===== src/assert_macros.svh =====
// Assertion macros used by the top-level RTL file.
`ifndef ASSERT_MACROS_SVH
`define ASSERT_MACROS_SVH

// cond must hold at every clock edge out of reset
`define FRM_ASSERT(lbl, cond, msg) \
  lbl: assert property (@(posedge clk_i) disable iff (!rst_ni) (cond)) else $error(msg);

// cons must hold in the cycle after ante
`define FRM_ASSERT_NEXT(lbl, ante, cons, msg) \
  lbl: assert property (@(posedge clk_i) disable iff (!rst_ni) (ante) |=> (cons)) else $error(msg);

`endif


===== src/frm_pkg.sv =====
// Types and constants for the frame RMS meter.
package frm_pkg;

  localparam int unsigned SAMPLE_W  = 16;
  localparam int unsigned MAX_FRAME = 4096;
  localparam int unsigned CNT_W     = $clog2(MAX_FRAME + 1);
  localparam int unsigned SQ_W      = 2 * SAMPLE_W - 1;
  localparam int unsigned SUM_W     = SQ_W + CNT_W - 1;
  localparam int unsigned MEAN_W    = 2 * SAMPLE_W;
  localparam int unsigned RMS_W     = 16;
  localparam int unsigned DIV_CNT_W = $clog2(SUM_W);

  typedef struct packed {
    logic [SUM_W-1:0] sum;
    logic [CNT_W-1:0] cnt;
    logic             ovf;
  } frame_t;

endpackage


===== src/frame_rms_meter.sv =====
// Frame RMS meter top level: front end, frame queue and divide/square-root back end.
//
// Input channel: in_valid_i, sample_i (signed Q1.15), last_i; the block drives
// in_stall_o. A transfer happens at a clock edge with valid high and stall low.
// Output channel: out_valid_o, rms_o (unsigned Q1.15), frame_too_long_o; the
// receiver drives out_stall_i. One result per frame, on its last sample.
// Samples are taken one per cycle while in_stall_o is low. The square goes
// through one register stage before the 43-bit accumulator; a frame's last
// sample is pushed from that stage into a two-entry queue once the queue has
// room. The back end then loads the frame, runs a bit-serial division and a
// bit-serial square root, and holds the result in its result register. It
// takes a new frame only after it has finished the last one, so frames that
// arrive faster than it finishes them fill the queue and raise in_stall_o.
// At most 4096 samples per frame are accumulated; later ones set the
// frame_too_long_o flag. While out_stall_i holds a result, the back end
// waits and the queue absorbs up to two more frames before the input stalls.
// Reset clears the accumulator, count, queue and back end state.
`include "assert_macros.svh"

module frame_rms_meter (
  input  logic                                clk_i,
  input  logic                                rst_ni,
  input  logic                                in_valid_i,
  output logic                                in_stall_o,
  input  logic signed [frm_pkg::SAMPLE_W-1:0] sample_i,
  input  logic                                last_i,
  output logic                                out_valid_o,
  input  logic                                out_stall_i,
  output logic [frm_pkg::RMS_W-1:0]           rms_o,
  output logic                                frame_too_long_o
);
  import frm_pkg::*;

  logic   q_push, q_pop, q_full, q_empty;
  frame_t q_wdata, q_rdata;

  frm_front u_front (
    .clk_i      (clk_i),
    .rst_ni     (rst_ni),
    .in_valid_i (in_valid_i),
    .in_stall_o (in_stall_o),
    .sample_i   (sample_i),
    .last_i     (last_i),
    .full_i     (q_full),
    .push_o     (q_push),
    .frame_o    (q_wdata)
  );

  frm_queue u_queue (
    .clk_i   (clk_i),
    .rst_ni  (rst_ni),
    .push_i  (q_push),
    .data_i  (q_wdata),
    .full_o  (q_full),
    .pop_i   (q_pop),
    .empty_o (q_empty),
    .data_o  (q_rdata)
  );

  frm_back u_back (
    .clk_i            (clk_i),
    .rst_ni           (rst_ni),
    .empty_i          (q_empty),
    .frame_i          (q_rdata),
    .pop_o            (q_pop),
    .out_valid_o      (out_valid_o),
    .out_stall_i      (out_stall_i),
    .rms_o            (rms_o),
    .frame_too_long_o (frame_too_long_o)
  );

  `FRM_ASSERT(a_queue_no_overflow, !(q_push && q_full), "frame queue written while full")
  `FRM_ASSERT(a_stall_only_full, !in_stall_o || q_full, "input stalled with room in queue")
  `FRM_ASSERT(a_rms_range, !out_valid_o || rms_o <= 16'h8000, "rms above full scale")
  `FRM_ASSERT_NEXT(a_pop_hides_out, q_pop, !out_valid_o, "result shown while frame in work")

endmodule


===== src/frm_front.sv =====
// Front end: squares samples, counts them and hands finished frames to the queue.
module frm_front (
  input  logic                                   clk_i,
  input  logic                                   rst_ni,
  input  logic                                   in_valid_i,
  output logic                                   in_stall_o,
  input  logic signed [frm_pkg::SAMPLE_W-1:0]    sample_i,
  input  logic                                   last_i,
  input  logic                                   full_i,
  output logic                                   push_o,
  output frm_pkg::frame_t                        frame_o
);
  import frm_pkg::*;

  logic                 accept;
  logic                 advance;
  logic                 keep;
  logic [SAMPLE_W-1:0]  mag;
  logic [2*SAMPLE_W-1:0] prod;

  logic [CNT_W-1:0] cnt_q, cnt_d;
  logic             ovf_q, ovf_d;

  logic             s1_valid_q, s1_valid_d;
  logic             s1_last_q;
  logic             s1_keep_q;
  logic [SQ_W-1:0]  s1_sq_q;
  logic [CNT_W-1:0] s1_cnt_q;
  logic             s1_ovf_q;

  logic [SUM_W-1:0] sum_q, sum_d;
  logic [SUM_W-1:0] sum_new;

  assign advance    = !(s1_valid_q && s1_last_q && full_i);
  assign in_stall_o = !advance;
  assign accept     = in_valid_i && advance;
  assign keep       = cnt_q < CNT_W'(MAX_FRAME);

  assign mag  = sample_i[SAMPLE_W-1] ? (~sample_i + 1'b1) : sample_i;
  assign prod = (2*SAMPLE_W)'(mag) * (2*SAMPLE_W)'(mag);

  always_comb begin
    cnt_d = cnt_q;
    ovf_d = ovf_q;
    if (accept) begin
      if (keep) begin
        cnt_d = cnt_q + 1'b1;
      end else begin
        ovf_d = 1'b1;
      end
      if (last_i) begin
        cnt_d = '0;
        ovf_d = 1'b0;
      end
    end
  end

  assign s1_valid_d = advance ? accept : s1_valid_q;

  assign sum_new = sum_q + (s1_keep_q ? SUM_W'(s1_sq_q) : '0);

  always_comb begin
    sum_d = sum_q;
    if (advance && s1_valid_q) begin
      sum_d = s1_last_q ? '0 : sum_new;
    end
  end

  assign push_o      = s1_valid_q && s1_last_q && !full_i;
  assign frame_o.sum = sum_new;
  assign frame_o.cnt = s1_cnt_q;
  assign frame_o.ovf = s1_ovf_q;

  always_ff @(posedge clk_i or negedge rst_ni) begin
    if (!rst_ni) begin
      cnt_q      <= '0;
      ovf_q      <= 1'b0;
      s1_valid_q <= 1'b0;
      sum_q      <= '0;
    end else begin
      cnt_q      <= cnt_d;
      ovf_q      <= ovf_d;
      s1_valid_q <= s1_valid_d;
      sum_q      <= sum_d;
    end
  end

  always_ff @(posedge clk_i) begin
    if (accept) begin
      s1_last_q <= last_i;
      s1_keep_q <= keep;
      s1_sq_q   <= prod[SQ_W-1:0];
      s1_cnt_q  <= keep ? cnt_q + 1'b1 : cnt_q;
      s1_ovf_q  <= ovf_q || !keep;
    end
  end

endmodule


===== src/frm_queue.sv =====
// Two-entry queue of finished frame totals between front and back end.
module frm_queue (
  input  logic            clk_i,
  input  logic            rst_ni,
  input  logic            push_i,
  input  frm_pkg::frame_t data_i,
  output logic            full_o,
  input  logic            pop_i,
  output logic            empty_o,
  output frm_pkg::frame_t data_o
);
  import frm_pkg::*;

  frame_t     mem_q [2];
  logic       wr_ptr_q, rd_ptr_q;
  logic [1:0] fill_q;

  assign full_o  = fill_q == 2'd2;
  assign empty_o = fill_q == 2'd0;
  assign data_o  = mem_q[rd_ptr_q];

  always_ff @(posedge clk_i or negedge rst_ni) begin
    if (!rst_ni) begin
      wr_ptr_q <= 1'b0;
      rd_ptr_q <= 1'b0;
      fill_q   <= '0;
    end else begin
      if (push_i) begin
        wr_ptr_q <= !wr_ptr_q;
      end
      if (pop_i) begin
        rd_ptr_q <= !rd_ptr_q;
      end
      if (push_i && !pop_i) begin
        fill_q <= fill_q + 1'b1;
      end else if (pop_i && !push_i) begin
        fill_q <= fill_q - 1'b1;
      end
    end
  end

  always_ff @(posedge clk_i) begin
    if (push_i) begin
      mem_q[wr_ptr_q] <= data_i;
    end
  end

endmodule


===== src/frm_back.sv =====
// Back end: serial divide of the sum by the count, serial square root, result register.
module frm_back (
  input  logic                        clk_i,
  input  logic                        rst_ni,
  input  logic                        empty_i,
  input  frm_pkg::frame_t             frame_i,
  output logic                        pop_o,
  output logic                        out_valid_o,
  input  logic                        out_stall_i,
  output logic [frm_pkg::RMS_W-1:0]   rms_o,
  output logic                        frame_too_long_o
);
  import frm_pkg::*;

  localparam logic [1:0] ST_IDLE = 2'd0;
  localparam logic [1:0] ST_DIV  = 2'd1;
  localparam logic [1:0] ST_SQRT = 2'd2;
  localparam logic [1:0] ST_OUT  = 2'd3;

  logic [1:0]           state_q, state_d;
  logic [DIV_CNT_W-1:0] step_q, step_d;

  logic [CNT_W-1:0]  div_q;
  logic [CNT_W-1:0]  rem_q, rem_d;
  logic [SUM_W-1:0]  quo_q, quo_d;
  logic              ovf_q;

  logic [CNT_W:0]    rem_sh;
  logic [CNT_W:0]    rem_sub;
  logic              ge;

  logic [MEAN_W-1:0] v_q, v_d;
  logic [MEAN_W-1:0] root_q, root_d;
  logic [MEAN_W-1:0] bit_q, bit_d;
  logic [MEAN_W:0]   trial;
  logic              fits;

  logic [RMS_W-1:0]  rms_q, rms_d;

  assign rem_sh  = {rem_q, quo_q[SUM_W-1]};
  assign rem_sub = rem_sh - {1'b0, div_q};
  assign ge      = rem_sh >= {1'b0, div_q};

  assign trial = {1'b0, root_q} + {1'b0, bit_q};
  assign fits  = {1'b0, v_q} >= trial;

  assign pop_o = (state_q == ST_IDLE) && !empty_i;

  always_comb begin
    state_d = state_q;
    step_d  = step_q;
    rem_d   = rem_q;
    quo_d   = quo_q;
    v_d     = v_q;
    root_d  = root_q;
    bit_d   = bit_q;
    rms_d   = rms_q;
    unique case (state_q)
      ST_IDLE: begin
        if (!empty_i) begin
          rem_d   = '0;
          quo_d   = frame_i.sum;
          step_d  = DIV_CNT_W'(SUM_W - 1);
          state_d = ST_DIV;
        end
      end
      ST_DIV: begin
        rem_d  = ge ? rem_sub[CNT_W-1:0] : rem_sh[CNT_W-1:0];
        quo_d  = {quo_q[SUM_W-2:0], ge};
        step_d = step_q - 1'b1;
        if (step_q == '0) begin
          v_d     = (div_q == '0) ? '0 : quo_d[MEAN_W-1:0];
          root_d  = '0;
          bit_d   = MEAN_W'(1) << (MEAN_W - 2);
          state_d = ST_SQRT;
        end
      end
      ST_SQRT: begin
        if (fits) begin
          v_d    = v_q - trial[MEAN_W-1:0];
          root_d = (root_q >> 1) + bit_q;
        end else begin
          root_d = root_q >> 1;
        end
        bit_d = bit_q >> 2;
        if (bit_q[0]) begin
          rms_d   = root_d[RMS_W-1:0];
          state_d = ST_OUT;
        end
      end
      ST_OUT: begin
        if (!out_stall_i) begin
          state_d = ST_IDLE;
        end
      end
      default: state_d = ST_IDLE;
    endcase
  end

  assign out_valid_o      = state_q == ST_OUT;
  assign rms_o            = rms_q;
  assign frame_too_long_o = ovf_q;

  always_ff @(posedge clk_i or negedge rst_ni) begin
    if (!rst_ni) begin
      state_q <= ST_IDLE;
      step_q  <= '0;
    end else begin
      state_q <= state_d;
      step_q  <= step_d;
    end
  end

  always_ff @(posedge clk_i) begin
    rem_q  <= rem_d;
    quo_q  <= quo_d;
    v_q    <= v_d;
    root_q <= root_d;
    bit_q  <= bit_d;
    rms_q  <= rms_d;
    if (pop_o) begin
      div_q <= frame_i.cnt;
      ovf_q <= frame_i.ovf;
    end
  end

endmodule

===== config.mk =====
export PLATFORM = sky130hd
export DESIGN_NAME = frame_rms_meter
export DESIGN_NICKNAME = d
export VERILOG_FILES = /design/src/frm_pkg.sv /design/src/frame_rms_meter.sv /design/src/frm_front.sv /design/src/frm_queue.sv /design/src/frm_back.sv
export VERILOG_INCLUDE_DIRS = /design/src /design/src/src
export SDC_FILE = /design/constraint.sdc
export NUM_CORES = 1
export LEC_CHECK = 0
export BUFFER_PORTS_ARGS = -buffer_cell sky130_fd_sc_hd__buf_4
export CORE_UTILIZATION = 40
export CTS_BUF_LIST = sky130_fd_sc_hd__clkbuf_4 sky130_fd_sc_hd__clkbuf_8 sky130_fd_sc_hd__clkbuf_16
export CTS_CLUSTER_SIZE = 30
export DETAILED_ROUTE_END_ITERATION = 10
export GPL_ROUTABILITY_DRIVEN = 1
export SLEW_MARGIN = 20
export SYNTH_ARGS = -nofsm -noshare
export SYNTH_HDL_FRONTEND = slang
export SYNTH_SLANG_ARGS = --single-unit

===== constraint.sdc =====
create_clock -name clk_i -period 15.1 [get_ports clk_i]
set_clock_uncertainty 0.1 [all_clocks]
set_input_delay 1.51 -clock clk_i [delete_from_list [all_inputs] [get_ports clk_i]]
set_output_delay 1.51 -clock clk_i [all_outputs]
set_load 0.02 [all_outputs]

==> results.json <==
{
  "status": "finished clean",
  "synth_top_area_share_pct": 34.80,
  "drt_first_iter_violations": 1108,
  "worstPathArrival_ns": 10.00,
  "ios": 40,
  "multi_input_area_sq_um": 15230,
  "yosys.cell_count.top_type": "edfxtp_1",
  "netlist_area_sq_um": 28130,
  "endpoint_kind": "register",
  "critPathSlowestCell": "fa_1",
  "cts_setup_buffers": 0,
  "synth_seq_cells": 396,
  "ys.warnings.count": 0,
  "synth_area_per_cell_sq_um": 10.63,
  "r2r_cells": 18,
  "antenna_found_initial": 0,
  "maxCapViolations": 0,
  "drv_slew": 0,
  "wl_per_cell_microns": 16.25,
  "async_flop_share_pct": 17.68,
  "rsz0062_at_grt": "no",
  "finalSetupTns_ns": 0,
  "wl_microns": 59400,
  "worstPathMaxFanout": 17,
  "via_per_inst": 5.124,
  "clock_latency_ns": 0.61,
  "grt_max_degree": 107,
  "post_cts_resized": 0,
  "areaGrowthSynthToFinish_pct": 10.28,
  "grt_overflow": 0,
  "setup_viol": 0,
  "drc": 0,
  "layout.nets": 3090,
  "fin_crit_sh_pct": 64.52,
  "fmax_ghz": 0.1026,
  "clock_sinks": 396,
  "io_buffers": 39,
  "hold_viol_final": 0,
  "clkTransAtPathRegs_ns": 0.06,
  "hp-class": "register to register",
  "slew_headroom_pct": 26.65,
  "rows": 96,
  "ant_nets": 0,
  "die_h_microns": 267.2,
  "holdPathStages": 0,
  "grt_pass1_vias": 19060,
  "clk_path_buf_depth": 3,
  "required_ns": 15.36,
  "r2r_setup_slack_ns": 8.69,
  "start_util_pct": 40.73,
  "die_w_microns": 267.2,
  "cts_tree": "built",
  "synth_edf_count": 326,
  "drive_gt1_share_pct": 7.528,
  "reg2reg_to": "u_back.v_q[7]",
  "cts_buffers": 42,
  "core-area_sq_um": 69070,
  "dieArea_sq_um": 71390,
  "fin_crit_ns": 9.743,
  "htree_num_levels": 2,
  "place_congestion": 0.8697,
  "critPathLaunchType": "primary input",
  "crit_type": "primary input to register",
  "hp-start": "u_front.s1_cnt_q[3]",
  "synth_commonest_cells": "326 x edfxtp_1, 303 x inv_1, 281 x nand2_1",
  "hold_path_end": "u_queue.mem_q[0][4]",
  "synthCells": 2646,
  "antennaDiodeCount": 0,
  "synth_largest_area_cell": "edfxtp_1",
  "ys_types": 82,
  "seq_area_frac_synth_pct": 41.03,
  "cts-root-buf": "clkbuf_16",
  "tightest_slew_ns": 1.100,
  "grt_usage_pct": 16.92,
  "cts_hold_buf": 0,
  "final-seq-area_sq_um": 11540,
  "drt_first_pass_iters": 5,
  "dp_hpwl_microns": 45280,
  "cp_common_cell": "inv_1",
  "ys_top_cells_by_area": "edfxtp_1 35%, fa_1 12%, ha_1 9.5%",
  "vias": 18720,
  "grt_pass1_wl_microns": 98060,
  "synth_ff_type": "edfxtp_1",
  "max_stage_delay_ns": 0.53,
  "num-fill-cells": 6433,
  "r2r-start": "u_back.root_q[2]"
}
[area by class of cell]
type / instances / area share [%]
timing repair buffer: 59 / 1.428
clock inverter: 29 / 1.198
sequential: 396 / 37.21
tap: 931 / 3.755
clock buffer: 49 / 3.598
inverter: 307 / 3.715
multi-input combinational: 1883 / 49.10
[sequential cells by signal, summed over array words and instances (netlist names), 2 cells and up]
name / cells
u_back.bit_q: 16
u_back.div_q: 13
u_back.quo_q: 43
u_back.rem_q: 13
u_back.rms_o: 16
u_back.root_q: 32
u_back.state_q: 2
u_back.step_q: 6
u_back.v_q: 32
u_front.cnt_q: 13
u_front.s1_cnt_q: 13
u_front.s1_sq_q: 30
u_front.sum_q: 43
u_queue.fill_q: 2
u_queue.mem_q: 114
[layout by cell type (no fill, tap or decap), drive strengths merged, types with 11 or more instances in the layout]
cell      n
buf      59
nor2b    27
nor2    166
ha      213
nand4    12
o21bai   18
o21ai   147
nand3    36
edfxtp  326
or2      12
a21o     52
nand2   282
xnor2   117
inv     304
nor3     29
nand2b   24
a31oi    31
a22o     36
and3     20
clkinv   19
fa      167
mux2i    56
xor2     84
a211oi   13
conb     11
mux2     19
o31ai    19
a21oi    93
clkbuf   49
o21a     14
and2     82
dfrtp    70
[worst max path at each step]
stage | start | cells past startpoint | to | slack [ns]
4_1_cts | sample_i[0] | 32 | u_front.s1_sq_q[30] | 5.36
5_1_grt | sample_i[0] | 29 | u_front.s1_sq_q[30] | 4.81
3_5_place_dp | sample_i[0] | 32 | u_front.s1_sq_q[30] | 4.71
2_1_floorplan | sample_i[0] | 28 | u_front.s1_sq_q[30] | 5.76
6_report | sample_i[0] | 32 | u_front.s1_sq_q[30] | 5.36
3_3_place_gp | sample_i[0] | 32 | u_front.s1_sq_q[30] | 4.94
[kinds of logic after synthesis]
logic type	share of synthesized area [%]
multiplexers	2.753
adder cells (fa/ha/maj)	21.36
XOR/XNOR	6.258
buffers and inverters	5.070
AND/OR/NAND/NOR	11.98
AO/OA/AOI/OAI	11.52
flip-flops	41.03
other	0.02670
[metal layers]
metal	track usage (%)	wire length, microns	vias up
met3	2.023	1727	82
met4	4.769	1366	0
li1	-	-	9210
met5	0	0	-
met2	29.28	29030	290
met1	22.20	27270	9141
[per-stage QoR]
stage          cell area [sq um]  cells  hold slack (ns)  setup slack [ns]  utilization (%)
2_1_floorplan              28160   2655           0.3215             5.763                -
3_5_place_dp               29530   3576           0.3353             4.708            42.76
6_report                   31020   3654           0.3502             5.357            44.92
3_3_place_gp               29530   3576           0.3265             4.942            42.76
4_1_cts                    31020   3654           0.3515             5.355            44.92
5_1_grt                    31020   3654           0.3671             4.814            44.92
[critical path: cells and delay by family]
family | cells | cell delay [ns]
and+or+nand+nor | 5 | 1.23
xor gates and xnor gates | 2 | 0.54
buffers and inverters | 9 | 1.36
adders and majority gates | 8 | 3.34
AOI/OAI and AO/OA | 8 | 2.02
Power is not shown: default switching activity piles up to over one toggle a cycle in this logic, so the estimate is an artifact.
